[config.mk]
export PLATFORM = sky130hd
export DESIGN_NAME = kli_front
export DESIGN_NICKNAME = d
export VERILOG_FILES = /design/src/rtl/core/kli_pkg.sv /design/src/rtl/core/kli_front.sv
export SDC_FILE = /design/constraint.sdc
export NUM_CORES = 1
export LEC_CHECK = 0
export BUFFER_PORTS_ARGS = -buffer_cell sky130_fd_sc_hd__buf_4
export CAP_MARGIN = 25
export CORE_AREA = 2 2 127 129
export CTS_CLUSTER_SIZE = 16
export DETAILED_ROUTE_END_ITERATION = 8
export DIE_AREA = 0 0 129 131
export MAX_ROUTING_LAYER = met4
export PLACE_DENSITY = 0.5
export SLEW_MARGIN = 5
export SYNTH_ARGS = -nofsm -noshare
export SYNTH_HDL_FRONTEND = slang
export SYNTH_SLANG_ARGS = --single-unit
[constraint.sdc]
create_clock -name clk -period 2.8 [get_ports clk]
set_input_delay 0.42 -clock clk [delete_from_list [all_inputs] [get_ports clk]]
set_output_delay 0.42 -clock clk [all_outputs]
set_load 0.02 [all_outputs]
[src/rtl/core/kli_pkg.sv]
// Shared types and constants for the keyframe linear interpolator.
package kli_pkg;

  localparam int KEY_INDEX_W = 6;
  localparam int KEY_COUNT_W = 7;
  localparam int TIME_W      = 32;
  localparam int VAL_W       = 32;
  localparam int DIFF_W      = VAL_W + 1;
  localparam int FRAC_W      = 16;
  localparam int T_W         = FRAC_W + 1;
  localparam int PROD_W      = DIFF_W + T_W;
  localparam int NUM_COMP    = 3;
  localparam int COMP_W      = 2;
  localparam int QUEUE_DEPTH = 2;
  localparam int QPTR_W      = $clog2(QUEUE_DEPTH);
  localparam int QCNT_W      = $clog2(QUEUE_DEPTH + 1);

  // Codes of the input kind field
  localparam logic KIND_LOAD  = 1'b0;
  localparam logic KIND_QUERY = 1'b1;

  typedef struct packed {
    logic                     kind;
    logic [KEY_INDEX_W-1:0]   key_index;
    logic [TIME_W-1:0]        key_time;
    logic signed [VAL_W-1:0]  key_x;
    logic signed [VAL_W-1:0]  key_y;
    logic signed [VAL_W-1:0]  key_z;
    logic [TIME_W-1:0]        query_time;
  } in_item_t;

  typedef struct packed {
    logic signed [VAL_W-1:0] out_x;
    logic signed [VAL_W-1:0] out_y;
    logic signed [VAL_W-1:0] out_z;
  } out_item_t;

  // Operation classes handed from the front end to the back end
  typedef enum logic [1:0] {
    CMD_LOAD,
    CMD_FIRST,
    CMD_SCAN
  } cmd_op_t;

  typedef struct packed {
    cmd_op_t                  op;
    logic [KEY_INDEX_W-1:0]   key_index;
    logic [TIME_W-1:0]        stamp;
    logic signed [VAL_W-1:0]  val_x;
    logic signed [VAL_W-1:0]  val_y;
    logic signed [VAL_W-1:0]  val_z;
    logic [KEY_COUNT_W-1:0]   last_key;
  } cmd_t;

  typedef struct packed {
    logic              start;
    logic [TIME_W-1:0] span;
    logic [TIME_W-1:0] off;
  } div_req_t;

  typedef enum logic [3:0] {
    ST_IDLE,
    ST_T0,
    ST_SCAN,
    ST_VA,
    ST_VB,
    ST_DIV,
    ST_MUL,
    ST_ONE,
    ST_OUT
  } back_state_t;

endpackage

[src/rtl/core/kli_front.sv]
// Front end: accepts input transactions, holds the key count, classifies items.
module kli_front #(
  parameter int MAX_KEYS = 64
) (
  input  logic                              clk,
  input  logic                              rst_n,
  input  logic                              in_valid,
  output logic                              in_stall,
  input  kli_pkg::in_item_t                 in_data,
  input  logic                              cfg_valid,
  output logic                              cfg_ready,
  input  logic [kli_pkg::KEY_COUNT_W-1:0]   cfg_data,
  input  logic                              q_full,
  output logic                              push,
  output kli_pkg::cmd_t                     cmd
);
  import kli_pkg::*;

  logic [KEY_COUNT_W-1:0] key_count_r, key_count_nxt;
  logic                   accept;
  logic                   idx_ok;

  // Configuration register, always ready
  assign cfg_ready     = 1'b1;
  assign key_count_nxt = (cfg_valid && cfg_ready) ? cfg_data : key_count_r;

  always_ff @(posedge clk) begin
    if (!rst_n) begin
      key_count_r <= KEY_COUNT_W'(1);
    end else begin
      key_count_r <= key_count_nxt;
    end
  end

  assign in_stall = q_full;
  assign accept   = in_valid && !in_stall;
  assign idx_ok   = (32'(in_data.key_index) < MAX_KEYS);

  // Classify: drop out-of-range loads, clamp the key count for queries
  always_comb begin
    cmd.key_index = in_data.key_index;
    cmd.val_x     = in_data.key_x;
    cmd.val_y     = in_data.key_y;
    cmd.val_z     = in_data.key_z;
    cmd.stamp     = in_data.query_time;
    cmd.last_key  = '0;
    cmd.op        = CMD_LOAD;
    push          = 1'b0;
    if (in_data.kind == KIND_LOAD) begin
      cmd.op    = CMD_LOAD;
      cmd.stamp = in_data.key_time;
      push      = accept && idx_ok;
    end else begin
      push = accept;
      if (key_count_r <= KEY_COUNT_W'(1)) begin
        cmd.op = CMD_FIRST;
      end else if (32'(key_count_r) > MAX_KEYS) begin
        cmd.op       = CMD_SCAN;
        cmd.last_key = KEY_COUNT_W'(MAX_KEYS - 1);
      end else begin
        cmd.op       = CMD_SCAN;
        cmd.last_key = key_count_r - KEY_COUNT_W'(1);
      end
    end
  end

endmodule

==> impl_results.md <==
- Status: completed
- Sequential power share: 0.169
- Final hold slack: 0.407 ns
- Crit Reg-Reg Startpoint: key_count_r[6]
- WL final: 7.44 mm
- Clock Latency Late Sink: 0.23 ns
- Power Density: 328 nW/um^2
- Crit Reg-Reg Endpoint: key_count_r[6]
- Sw Ratio: 0.317
- Antenna diodes: 0
- DP Area: 2020 sq um
- Initial DRT Pass Iterations: 4
- Path depth of the worst reg2reg path: 2
- Async set-reset flop share out of synthesis: 0
- Detailed placer's ending HPWL: 6.83 mm
- Commonest non-fill, non-tap cell in the layout: buf_4
- Grt ovf: 0
- Worst Setup EP: cmd[6]
- Critical setup path kind: reg2out
- Area fraction of the dominant cell type after synthesis: 0.467
- Port-buffer cells: 119
- Commonest non-fill, non-tap cells in the layout: buf_4, mux2_1, a21oi_1, nor2b_1, dfxtp_1
- Number of global-route vias before repair: 1284
- Ranking of synthesized cells by area: buf_4, mux2_1, dfxtp_1
- Die width: 129 um
- Crit-path max FO: 7
- Net switching power: 218 uW
- Row count: 46
- Die Ht: 131 um
- Final Non-Filler Cells: 428
- Regs by FF count: key_count_r x7
- Net count after synthesis: 381
- CTS-repair resized insts: 0
- Initial Util: 0.107
- Reg with most FFs: key_count_r
- Unrepaired setup endpoints after global routing: false
- Worst IR drop on VDD: 0.246 mV
- Antenna Nets Post-Route: 0
- Type of the worst min-delay path: in2reg
- CTS tree: built
- CP Capture Type: output port
- Cells after Synth: 199
- Fin area: 2100 sq um
- Clk network pwr share: 0.352
- Post-layout min period: 2.22 ns
- Largest net degree at the start of global routing: 36
- Clk_skew: 0 ns
- Sequential area share after synthesis: 0.0839
- Internal Power: 470 uW
- Syn Area/Cell: 8.39 sq um
- H-tree levels: 1
- Total Neg Setup Slack: 0 ns
- Final slew viol count: 0
- Reg clk slew, reported paths: 0.03 ns
- Lkg Pwr: 0.000947 uW
- Clock root buffer: clkbuf_16
- Layout cells sized above 1: 0.590
- Area of the die: 16900 sq um
- Combinational Power Share: 0.479
- Num Clock Sinks: 7
- Critical path startpoint category: flop
- Flop-to-flop setup slack: 1.99 ns
- Setup crit start: key_count_r[0]
- Final core utilization: 0.135
- Filler cells: 1775
- Initial detailed-routing violation count: 17
- Via count: 1309
- Critical Path RT: 2.38 ns
- I/O pin cnt: 325
- Synth Cell Area: 1670 sq um
- Dominant synthesized flop cell: dfxtp_1
- Total GRT Usage: 0.0784
- Max-Cap Viols: 0
- Area added between synthesis and finish: 25.6%
- Yosys warns: 0
- Drt wl/cell: 17.4 um
- Crit path DAT: 1.80 ns
- Number of remaining DRC errors: 0
- Max Clk Rate: 451 MHz
- RePlAce Congestion: 0.709
- Cell total after placement: 424
- Yosys top cell by area: buf_4
- Final Setup Violations: 0
- NumNets Final: 395
- Post-CTS Setup Inserts: 0
- Antenna violations before repair: 0
- CTS buffer count: 3
- First-pass GRT wire length: 9.10 mm
- Largest register FFs: 7
- Hold Buf Count CTS: 0
- FF+latch count, synth: 7
- Hold Vio Cnt, Final: 0
- Fin crit share: 0.791
- Core area: 15600 sq um
- Vias/cell: 3.06
- Synth cell types: 27
- Post-synth EDFFs: 0
- Clock buffer depth: 2
per-stage QoR:
stage	worst slack (ns)	power [uW]
2_1_floorplan	0.826	486
3_3_place_gp	0.767	453
3_5_place_dp	0.753	454
4_1_cts	0.509	700
5_1_grt	0.437	724
6_report	0.585	689
synthesized netlist by cell type, drive strengths merged, types with 2 or more instances:
library cell	n
buf	108
mux2	32
a21oi	7
dfxtp	7
nor2b	7
inv	6
mux2i	6
ha	3
nor3	3
o21ai	3
xnor2	3
clkbuf	2
power by group through the flow:
| stage | sequential (uW) | combinational (uW) | clock, uW |
|---|---|---|---|
| floorplan | 114 | 373 | 0 |
| global placement | 117 | 336 | 0 |
| detailed placement | 117 | 336 | 0 |
| CTS | 116 | 338 | 246 |
| global route | 118 | 353 | 253 |
| finish | 116 | 330 | 243 |
cells by family after synthesis:
group | count (synthesis) | share of synthesized area
multiplexers | 38 | 0.252
XOR/XNOR | 3 | 0.0157
AND/OR/NAND/NOR | 17 | 0.0644
adder cells (fa/ha/maj) | 3 | 0.0225
AO/OA/AOI/OAI | 14 | 0.0584
flip-flops | 7 | 0.0839
buffers and inverters | 116 | 0.501
other | 1 | 0.00225
final cells by class:
type / count / area (sq um) / share of cell area
multi-input combinational: 76 / 693 / 0.330
inverter: 6 / 22.5 / 0.0107
clock buffer: 4 / 78.8 / 0.0376
sequential: 7 / 140 / 0.0668
timing repair buffer: 119 / 893 / 0.426
tap: 216 / 270 / 0.129
how the worst min path moves through the flow:
| stage | startpoint | endpoint | cells past startpoint |
|---|---|---|---|
| after floorplan | key_count_r[5] | key_count_r[5] | 2 |
| after global placement | key_count_r[5] | key_count_r[5] | 2 |
| after detailed placement | key_count_r[5] | key_count_r[5] | 2 |
| after CTS | cfg_data[0] | key_count_r[0] | 3 |
| after global routing | cfg_data[0] | key_count_r[0] | 3 |
| final | cfg_data[0] | key_count_r[0] | 3 |
routing by layer:
| layer | up-vias | track usage | wire, um |
|---|---|---|---|
| li1 | 573 | - | - |
| met1 | 578 | 0.0729 | 2450 |
| met2 | 142 | 0.144 | 3810 |
| met3 | 16 | 0.0362 | 1060 |
| met4 | 0 | 0.0243 | 114 |
| met5 | - | - | 0 |
worst max-delay path: stages, from the launching register on:
cell,delay (ns)
dfxtp_1,0.43
inv_1,0.12
ha_1,0.27
and3b_1,0.23
a21oi_1,0.04
nor3_1,0.27
buf_4,0.21
Note: power is estimated with default switching activity, not from simulation.
