### config.mk
export PLATFORM = sky130hd
export DESIGN_NAME = kli_queue
export DESIGN_NICKNAME = d
export VERILOG_FILES = /design/src/rtl/core/kli_pkg.sv /design/src/rtl/core/kli_queue.sv
export SDC_FILE = /design/constraint.sdc
export NUM_CORES = 1
export LEC_CHECK = 0
export BUFFER_PORTS_ARGS = -buffer_cell sky130_fd_sc_hd__buf_2
export CORE_AREA = 2 2 143 145
export DETAILED_ROUTE_END_ITERATION = 10
export DIE_AREA = 0 0 145 147
export PLACE_DENSITY = 0.94
export SLEW_MARGIN = 20
export SYNTH_ARGS = -nofsm -noshare
export SYNTH_HDL_FRONTEND = slang
export SYNTH_SLANG_ARGS = --single-unit
### constraint.sdc
create_clock -name clk -period 16.93 [get_ports clk]
set_input_delay 2.5395 -clock clk [delete_from_list [all_inputs] [get_ports clk]]
set_output_delay 2.5395 -clock clk [all_outputs]
set_load 0.02 [all_outputs]
### src/rtl/core/kli_pkg.sv
// Shared types and constants for the keyframe linear interpolator.
package kli_pkg;

  localparam int KEY_INDEX_W = 6;
  localparam int KEY_COUNT_W = 7;
  localparam int TIME_W      = 32;
  localparam int VAL_W       = 32;
  localparam int DIFF_W      = VAL_W + 1;
  localparam int FRAC_W      = 16;
  localparam int T_W         = FRAC_W + 1;
  localparam int PROD_W      = DIFF_W + T_W;
  localparam int NUM_COMP    = 3;
  localparam int COMP_W      = 2;
  localparam int QUEUE_DEPTH = 2;
  localparam int QPTR_W      = $clog2(QUEUE_DEPTH);
  localparam int QCNT_W      = $clog2(QUEUE_DEPTH + 1);

  // Codes of the input kind field
  localparam logic KIND_LOAD  = 1'b0;
  localparam logic KIND_QUERY = 1'b1;

  typedef struct packed {
    logic                     kind;
    logic [KEY_INDEX_W-1:0]   key_index;
    logic [TIME_W-1:0]        key_time;
    logic signed [VAL_W-1:0]  key_x;
    logic signed [VAL_W-1:0]  key_y;
    logic signed [VAL_W-1:0]  key_z;
    logic [TIME_W-1:0]        query_time;
  } in_item_t;

  typedef struct packed {
    logic signed [VAL_W-1:0] out_x;
    logic signed [VAL_W-1:0] out_y;
    logic signed [VAL_W-1:0] out_z;
  } out_item_t;

  // Operation classes handed from the front end to the back end
  typedef enum logic [1:0] {
    CMD_LOAD,
    CMD_FIRST,
    CMD_SCAN
  } cmd_op_t;

  typedef struct packed {
    cmd_op_t                  op;
    logic [KEY_INDEX_W-1:0]   key_index;
    logic [TIME_W-1:0]        stamp;
    logic signed [VAL_W-1:0]  val_x;
    logic signed [VAL_W-1:0]  val_y;
    logic signed [VAL_W-1:0]  val_z;
    logic [KEY_COUNT_W-1:0]   last_key;
  } cmd_t;

  typedef struct packed {
    logic              start;
    logic [TIME_W-1:0] span;
    logic [TIME_W-1:0] off;
  } div_req_t;

  typedef enum logic [3:0] {
    ST_IDLE,
    ST_T0,
    ST_SCAN,
    ST_VA,
    ST_VB,
    ST_DIV,
    ST_MUL,
    ST_ONE,
    ST_OUT
  } back_state_t;

endpackage

### src/rtl/core/kli_queue.sv
// Short command queue between the front end and the back end.
module kli_queue (
  input  logic           clk,
  input  logic           rst_n,
  input  logic           push,
  input  kli_pkg::cmd_t  push_data,
  output logic           full,
  input  logic           pop,
  output logic           pop_valid,
  output kli_pkg::cmd_t  pop_data
);
  import kli_pkg::*;

  cmd_t              slots_r [QUEUE_DEPTH];
  logic [QPTR_W-1:0] wr_ptr_r, wr_ptr_nxt;
  logic [QPTR_W-1:0] rd_ptr_r, rd_ptr_nxt;
  logic [QCNT_W-1:0] count_r, count_nxt;
  logic              do_push, do_pop;

  assign full      = (count_r == QCNT_W'(QUEUE_DEPTH));
  assign pop_valid = (count_r != '0);
  assign pop_data  = slots_r[rd_ptr_r];
  assign do_push   = push && !full;
  assign do_pop    = pop && pop_valid;

  // Advance pointers with wrap at the queue depth
  always_comb begin
    wr_ptr_nxt = wr_ptr_r;
    rd_ptr_nxt = rd_ptr_r;
    count_nxt  = count_r;
    if (do_push) begin
      wr_ptr_nxt = (wr_ptr_r == QPTR_W'(QUEUE_DEPTH - 1)) ? '0 : wr_ptr_r + QPTR_W'(1);
    end
    if (do_pop) begin
      rd_ptr_nxt = (rd_ptr_r == QPTR_W'(QUEUE_DEPTH - 1)) ? '0 : rd_ptr_r + QPTR_W'(1);
    end
    if (do_push && !do_pop) begin
      count_nxt = count_r + QCNT_W'(1);
    end else if (do_pop && !do_push) begin
      count_nxt = count_r - QCNT_W'(1);
    end
  end

  always_ff @(posedge clk) begin
    if (!rst_n) begin
      wr_ptr_r <= '0;
      rd_ptr_r <= '0;
      count_r  <= '0;
    end else begin
      wr_ptr_r <= wr_ptr_nxt;
      rd_ptr_r <= rd_ptr_nxt;
      count_r  <= count_nxt;
    end
  end

  always_ff @(posedge clk) begin
    if (do_push) begin
      slots_r[wr_ptr_r] <= push_data;
    end
  end

endmodule

==> reports/metrics.csv, run 1 <==
metric,value,unit
status,completed,
place_hpwl,13170,um
synthTopCellsByArea,"edfxtp_1 (79%), mux2_4 (9.7%), mux2_2 (7.6%)",
final-hold-violation-count,0,
placedCellCount,1020,
remaining_drc_errors,0,
muxShareOfSynthArea,0.1729,
portBuffers,291,
endpoint_kind,primary output,
yosys.area.top_type_share,0.7927,
gr-total-overflow,0,
seq_area_frac_synth,0.8019,
cts_resized,0,
crit_slowest_cell,buf_4,
ir_drop,155.4,uV
path_clk_slew,0.06,ns
syn2layout_area_growth,24.26,%
synth_seq_cells,291,
hold_path.class,reg2reg,
hold_depth,2,
instances_no_fill,1074,
grt_pass1_wl,30000,um
synth_simple_gate_area_share,0.005312,
fin_tns_setup,0,ns
num_io_pins,292,
tritoncts,done,
wl_met3,1421,um
synth_xor_area_frac,0.002425,
grt_start_max_net_pins,76,
path_depth,3,
crit_family,buffers and inverters,
fin_worst_skew,0.009456,ns
vias_per_cell,5.091,
regToRegStartpoint,count_r[0],
syn_nets,618,
critPathMaxStageDelay,0.74,ns
rows,52,
required,14.39,ns
clkLatencyLatePin,0.52,ns
netlist_area,10830,um^2
cp_max_fo,70,
dr.pass1.iters,5,
p_leak,5.153,nW
synth-compound-area-share,0.003003,
drt_iter0_markers,302,
grt_pass1_vias,5684,
antenna_found_initial,2,
power,0.002143,W
num_vias,5468,
cts_made_buffers,28,
relSlewSlack,0.2841,
drt-total-wl,20240,um
synthAdderAreaFrac,0.001155,
worstSetupStartpointType,flop,
maxCapViolations,0,
cts.sinks,291,
yosys_warnings,0,
dr.max_layer_used,met5,
ctsHtreeMaxLevel,1,
fmax,200.2,MHz
min_period_over_period,0.2950,
reg2reg_depth,5,
die_height,147,um
fin_crit,4.995,ns
synth_top_family_by_area,multiplexers,
crit_buf_inv,2,
design.core.area,19840,um^2
track_usage,0.1819,
p_per_area,159.2,nW/um^2
wl_met1,7576,um
wire_per_inst,18.84,um
drive_gt1_frac,0.6022,
syn-instance-count,470,
fp.dieW,145,um
layout.nets,928,
setup_viol,0,
ys_types,22,
gp_congestion,0.7404,
crit_chain,"buf_4, mux2_2, buf_2",
yosys.area.top_type,edfxtp_1,
start_util,0.5460,
routed-wl-met2,10650,um
cts_buffer_depth,3,
rsz0062_at_grt,no,
cts_root_buf,clkbuf_16,
die_area,21320,um^2
worstMarginPinSlew,1.074,ns
crit_type,reg2out,
hold_buffers,0,
worstPathArrival,2.46,ns
min-delay-start,count_r[1],
drtAntennaViolNets,0,
maxSlewViolCount,0,
syn-mean-instance-area,23.05,um^2
post_cts_buffers,0,
## path summary, 6_finish.rpt
kind | to | slack, ns
setup / recovery | pop_data[25] | 11.94
hold / removal | count_r[1] | 0.55
setup reg to reg | slots_r[0][96] | 13.93
hold reg to reg | count_r[1] | 0.55
## kinds of logic (layout without fill, tap and decap cells)
kind of cell | after synthesis | in the layout
muxes | 143 | 143
xor gates and xnor gates | 3 | 3
AOI/OAI and AO/OA | 5 | 5
and+or+nand+nor | 9 | 9
buffers and inverters | 18 | 350
other | 0 | 2
DFF | 291 | 291
adders and majority gates | 1 | 1
## power breakdown
part	leakage, nW	internal [W]	switching, W
Clock	0.436	0.000356	0.000249
Sequential	2.71	0.000907	0.0000285
Combinational	2.00	0.000252	0.000350
Total	5.15	0.00152	0.000628
## cell usage in the layout (no fill, tap or decap), types with 2 or more instances in the layout
cell type / netlist / final
and2_1: 3 / 3
buf_2: 7 / 291
buf_4: 0 / 5
bufinv_16: 0 / 2
clkbuf_1: 0 / 6
clkbuf_16: 0 / 29
clkbuf_8: 0 / 3
clkinv_1: 0 / 6
clkinv_2: 0 / 2
clkinvlp_4: 0 / 3
dfxtp_1: 5 / 4
diode_2: 0 / 2
edfxtp_1: 286 / 286
inv_1: 2 / 2
mux2_2: 73 / 73
mux2_4: 70 / 70
xnor2_1: 2 / 2
## tightest hold or removal path, cell delays in order, from the launching register on
cell	delay, ns
dfxtp_1	0.35
o21ai_0	0.09
a21boi_1	0.07
## final cells by class
class	count	area, um^2
Sequential cell	291	8692
Fill cell	1237	6381
Multi-Input combinational cell	161	2013
Timing Repair Buffer	296	1494
Clock buffer	38	789.5
Tap cell	270	337.8
Clock inverter	14	123.9
Inverter	2	7.507
Antenna cell	2	5.005
## per-layer routing
metal | vias up | track usage
met4 | 2 | 0.06040
met3 | 50 | 0.04658
li1 | 2495 | -
met2 | 244 | 0.3279
met1 | 2677 | 0.2141
met5 | - | 0
## through the flow
stage	cell area, um^2	util	setup WS [ns]	hold slack, ns
floorplan	10830	-	8.187	0.4785
global placement	12540	0.6322	11.95	0.4930
detailed placement	12540	0.6322	11.93	0.5262
CTS	13460	0.6782	11.91	0.5600
global route	13460	0.6782	11.83	0.5904
finish	13460	0.6784	11.94	0.5547
## cell usage after synthesis
master	count
inv_1	2
nand2b_1	1
or3_1	1
or2_2	1
buf_2	7
edfxtp_1	286
mux2_4	70
a21boi_0	1
and3_1	1
nor3_2	1
mux2_2	73
o21a_1	1
dfxtp_1	5
ha_1	1
xnor2_1	2
o21ai_1	1
a21boi_1	1
o21ai_0	1
and2_1	3
buf_6	9
nor2_1	1
xor2_1	1
## sequential cells by signal (all words and copies together) (netlist names), named ones only
signal	count
count_r	2
rd_ptr_r	1
slots_r	286
wr_ptr_r	1
(Power assumes the default switching activity.)
==> run 2: changes to the inputs <==
- ABC_AREA: default -> 1
- CORE_AREA: 2 2 143 145 -> 2 2 155 157
- DIE_AREA: 0 0 145 147 -> 0 0 157 159
- PLACE_DENSITY: 0.94 -> 0.86
- clock period: 16.93 -> 4.3 ns (I/O delays scaled with it)
==> run 2 against run 1 <==
Effect of this change: clock skew rose by 0.0093 ns; setup slack got worse by 11 ns; hold slack got worse by 0.27 ns; power grew to 3.8 times the previous value; cell count rose by 5.8%; routed wire length fell by 0.92%; first-iteration DRC count fell by 24%; clock-buffer cell count stayed put; die area is 17% higher; highest routed layer is now met4.
==> reports/metrics.csv, run 2 <==
metric,value,unit
hold_path.class,in2reg,
crit_chain,"buf_12, mux2_2, buf_2",
fp.dieW,157,um
rsz0062_at_grt,no,
cts_made_buffers,28,
largest_reg_flops,286,
fmax,327.0,MHz
syn-instance-count,482,
required,3.65,ns
crit_slowest_cell,dfxtp_4,
min_period_over_period,0.7112,
grt_pass1_vias,5752,
crit_buf_inv,2,
fin_crit,3.058,ns
cts.sinks,291,
hold_buffers,0,
grt_pass1_wl,30130,um
grt_start_max_net_pins,78,
ys_top_cells_by_count,"edfxtp_1 (286), mux2_2 (73), mux2_4 (70)",
yosys.area.top_type_share,0.7923,
ctsHtreeMaxLevel,1,
yosys.area.top_type,edfxtp_1,
layout_setup_ws,1.242,ns
cts_buffer_depth,3,
endpoint_kind,primary output,
rows,56,
regToRegStartpoint,count_r[1],
synthTopCellsByArea,"edfxtp_1 (79%), mux2_4 (9.7%), mux2_2 (7.6%)",
portBuffers,291,
final_common_cell,buf_2,
min-delay-start,push_data[108],
syn_nets,630,
relSlewSlack,0.3082,
p_leak,5.188,nW
p_per_area,597.2,nW/um^2
yosys_warnings,0,
fin_worst_skew,0.01872,ns
syn2layout_area_growth,24.85,%
fill_cells,1742,
place_hpwl,13350,um
ys_types,15,
worstPathArrival,2.41,ns
remaining_drc_errors,0,
tritoncts,done,
gr-total-overflow,0,
dr.pass1.iters,4,
vias_per_cell,4.798,
cp_max_fo,53,
final_cell_mix,"buf_2 (291), edfxtp_1 (286), mux2_2 (73)",
num_io_pins,292,
status,completed,
seq_area_frac_synth,0.8016,
regMostFlops,slots_r,
antenna_found_initial,2,
ir_drop,419.3,uV
design.core.area,23190,um^2
synth_seq_cells,291,
die_area,24960,um^2
cts_resized,0,
worstMarginPinSlew,1.038,ns
setup_viol,0,
layout.nets,942,
synthArstFlopShare,0,
num_vias,5450,
gp_congestion,0.7504,
crit_family,flip-flops,
start_util,0.4674,
wire_per_inst,17.65,um
synth_ff_type,edfxtp_1,
drt_iter0_markers,229,
drt-total-wl,20050,um
cts_root_buf,clkbuf_16,
netlist_area,10840,um^2
die_height,159,um
clkLatencyLatePin,0.54,ns
synth_edf_count,286,
power,0.008082,W
critPathMaxStageDelay,0.84,ns
maxSlewViolCount,0,
final-hold-violation-count,0,
drive_gt1_frac,0.5914,
syn-mean-instance-area,22.49,um^2
largest_registers,"slots_r (286), count_r (2)",
worstSetupStartpointType,flop,
path_clk_slew,0.06,ns
synth.most_common_cell,edfxtp_1,
maxCapViolations,0,
place_ws,1.814,ns
drtAntennaViolNets,0,
track_usage,0.1539,
crit_type,reg2out,
post_cts_buffers,0,
run 2: cell types whose count changed in the layout (fill, tap and decap cells not counted), sizes merged, moves of 3 or more:
cell / previous run / this run
clkinvlp: 3 / 0
inv: 2 / 8
and2: 3 / 0
nor2: 1 / 9
nand2: 0 / 7
run 2: layout make-up:
cell class | count | area [um^2] | area share
Antenna cell | 2 | 5.005 | 0.0003698
Clock buffer | 38 | 738.2 | 0.05455
Clock inverter | 13 | 122.6 | 0.009061
Inverter | 8 | 30.03 | 0.002219
Multi-Input combinational cell | 167 | 1999 | 0.1477
Sequential cell | 291 | 8692 | 0.6423
Tap cell | 319 | 399.1 | 0.02949
Timing Repair Buffer | 298 | 1546 | 0.1143
run 2: layer usage:
layer / vias to the layer above / global-route usage / routed length [um]
li1: 2528 / - / -
met1: 2654 / 0.1733 / 7474
met2: 224 / 0.2757 / 10230
met3: 44 / 0.04300 / 1717
met4: 0 / 0.05796 / 627
met5: - / 0 / 0
run 2: cells by family after synthesis:
logic type,count (synthesis),share of synthesized area
DFF,291,0.8016
buffers and inverters,24,0.01535
AOI/OAI and AO/OA,5,0.002539
adders and majority gates,1,0.001154
and+or+nand+nor,18,0.006580
muxes,143,0.1728
run 2: power by group:
part           leakage, nW  internal [W]  total, W  switching [W]
clock                0.424       0.00132   0.00228       0.000959
sequential            2.71       0.00359   0.00375       0.000156
combinational         2.05      0.000866   0.00206        0.00119
total                 5.19       0.00578   0.00808        0.00231
run 2: through the flow:
stage / std cells / hold WS [ns] / instance area [um^2] / setup TNS [ns] / utilization
6_report: 1136 / 0.2836 / 13530 / 0 / 0.5835
5_1_grt: 1135 / 0.2617 / 13530 / 0 / 0.5834
4_1_cts: 1134 / 0.2477 / 13530 / 0 / 0.5833
3_5_place_dp: 1083 / 0.4937 / 12670 / 0 / 0.5462
3_3_place_gp: 1083 / 0.4741 / 12670 / 0 / 0.5462
2_1_floorplan: 482 / 0.4669 / 10840 / -202.85 / -
run 2: worst paths after layout:
| path | slack, ns | endpoint | cells past startpoint |
|---|---|---|---|
| worst min register to register | 0.52 | flop | 2 |
| worst max-delay path | 1.24 | pop_data[26] | 3 |
| worst min-delay path | 0.28 | slots_r[0][108] | 1 |
| worst max register to register | 2.19 | slots_r[1][63] | 4 |
==> run 3: changes to the inputs <==
- ABC_AREA: 1 -> 0
- clock period: 4.3 -> 2.7 ns (I/O delays scaled with it)
==> run 3 against run 2 <==
Effect of this change: sequential power is 56% higher; setup slack worse by 0.89 ns; die area stayed put; clock skew is 0.012 ns lower; sequential share of layout area is 0.62 points lower; clock power is 72% higher; first-iteration DRC count is 8.3% higher; power is 68% higher; flip-flop and latch count stayed put; register-to-register slack worse by 1.3 ns; cell count is 0.97% lower; critical endpoint is now pop_data[31]; highest routed layer is now met5.
==> reports/metrics.csv, run 3 (synthesis results as in run 1) <==
metric,value,unit
cts_root_buf,clkbuf_16,
final-hold-violation-count,0,
tritoncts,done,
hold_buffers,0,
grt_start_max_net_pins,81,
drtAntennaViolNets,0,
path_clk_slew,0.06,ns
drt_iter0_markers,248,
cp-endpoint,pop_data[31],
post_cts_buffers,0,
ir_drop,646.7,uV
worstMarginPinSlew,0.5937,ns
gr-total-overflow,0,
crit_type,reg2out,
power,0.01361,W
instances_no_fill,1125,
grt_pass1_wl,30760,um
crit_buf_inv,2,
track_usage,0.1581,
r2r_end,slots_r[1][60],
fin_worst_skew,0.006561,ns
fmax,425.2,MHz
relSlewSlack,0.6042,
place_ws,0.8980,ns
regToRegStartpoint,count_r[0],
die_height,159,um
drive_gt1_frac,0.6119,
largest_reg_flops,286,
regMostFlops,slots_r,
cts.sinks,291,
crit_chain,"buf_12, mux2_2, buf_2",
required,2.30,ns
cp_max_fo,80,
num_vias,5427,
syn2layout_area_growth,26.15,%
placedCellCount,1071,
portBuffers,291,
place_hpwl,13540,um
busiest_layer,met2,
final_common_cell,buf_2,
postLayoutCoreUtil,0.5893,
wire_per_inst,18.16,um
vias_per_cell,4.824,
p_per_area,995.9,nW/um^2
grt_util_met2,0.2803,
grt.met1_usage,0.1736,
antenna_found_initial,4,
seqCellArea,8693,um^2
dr.pass1.iters,4,
endpoint_kind,primary output,
fill_cells,1699,
grt_pass1_vias,5841,
start_util,0.4671,
crit_slowest_cell,mux2_2,
grt_use_met3,0.05416,
cts_made_buffers,28,
hold_path.class,in2reg,
worstSetupStartpointType,flop,
design.core.area,23190,um^2
ctsHtreeMaxLevel,1,
crit_family,buffers and inverters,
worstPathArrival,1.95,ns
rrSetupSlack,0.94,ns
cts_buffer_depth,3,
die_area,24960,um^2
setup_viol,0,
maxCapViolations,0,
fin_tns_setup,0,ns
gp_congestion,0.7948,
cts_resized,0,
remaining_drc_errors,0,
layout.nets,930,
status,completed,
layout_setup_ws,0.3484,ns
rsz0062_at_grt,no,
drt-total-wl,20430,um
reg2reg_depth,3,
path_depth,3,
largest_registers,"slots_r (286), count_r (2)",
p_leak,5.209,nW
rows,56,
fp.dieW,157,um
multi_input_area,2021,um^2
min_period_over_period,0.8709,
final_cell_mix,"buf_2 (291), edfxtp_1 (286), mux2_2 (73)",
maxSlewViolCount,0,
num_io_pins,292,
fin_crit,2.352,ns
clkLatencyLatePin,0.53,ns
critPathMaxStageDelay,0.41,ns
==> run 3: changes by cell type in the layout (fill, tap and decap cells not counted), moves of 3 or more <==
cell / change
and2_1: +3
nand2_1: -7
nor2_1: -6
inv_1: -7
buf_12: +4
clkbuf_1: -7
buf_4: -4
clkinvlp_4: +3
==> run 3: power breakdown <==
| group | switching (W) | internal, W | leakage (nW) | total (W) |
|---|---|---|---|---|
| logic | 0.00221 | 0.00163 | 2.04 | 0.00384 |
| clock network | 0.00159 | 0.00234 | 0.457 | 0.00393 |
| registers | 0.000160 | 0.00568 | 2.71 | 0.00584 |
==> run 3: metrics by stage <==
step,hold slack (ns),instance area (um^2)
2_1_floorplan,0.5039,10850
3_3_place_gp,0.5385,12720
3_5_place_dp,0.5693,12720
4_1_cts,0.02734,13660
5_1_grt,0.02833,13660
6_report,0.05772,13670
==> run 3: area by class of cell <==
type                    count  area share
clock buffers              32     0.05392
clock inverters            20     0.01501
repair buffers            298      0.1168
diodes                      2   0.0003662
inverters                   2   0.0007324
multi-input cells         161      0.1479
well taps                 319     0.02920
flip-flops and latches    291      0.6361
==> run 3: worst min path at each step <==
stage	start	endpoint	slack, ns	cells after the start
2_1_floorplan	push_data[0]	slots_r[0][0]	0.50	0
4_1_cts	push_data[117]	slots_r[0][117]	0.03	1
3_5_place_dp	count_r[1]	count_r[1]	0.57	2
3_3_place_gp	count_r[1]	count_r[1]	0.54	2
5_1_grt	push_data[22]	slots_r[1][22]	0.03	1
6_report	push_data[80]	slots_r[0][80]	0.06	1
==> run 3: routing by layer <==
layer | share of wire | vias to the layer above | wire, um
li1 | - | 2505 | -
met5 | 0.0013 | - | 27
met4 | 0.033 | 4 | 675
met3 | 0.094 | 59 | 1925
met2 | 0.52 | 225 | 10540
met1 | 0.36 | 2634 | 7263
==> run 3: worst register-to-register path, cell delays in order, from the launching register on <==
cell and delay, ns:
dfxtp_2 0.37, nand2b_4 0.16, and3_4 0.54, buf_12 0.33
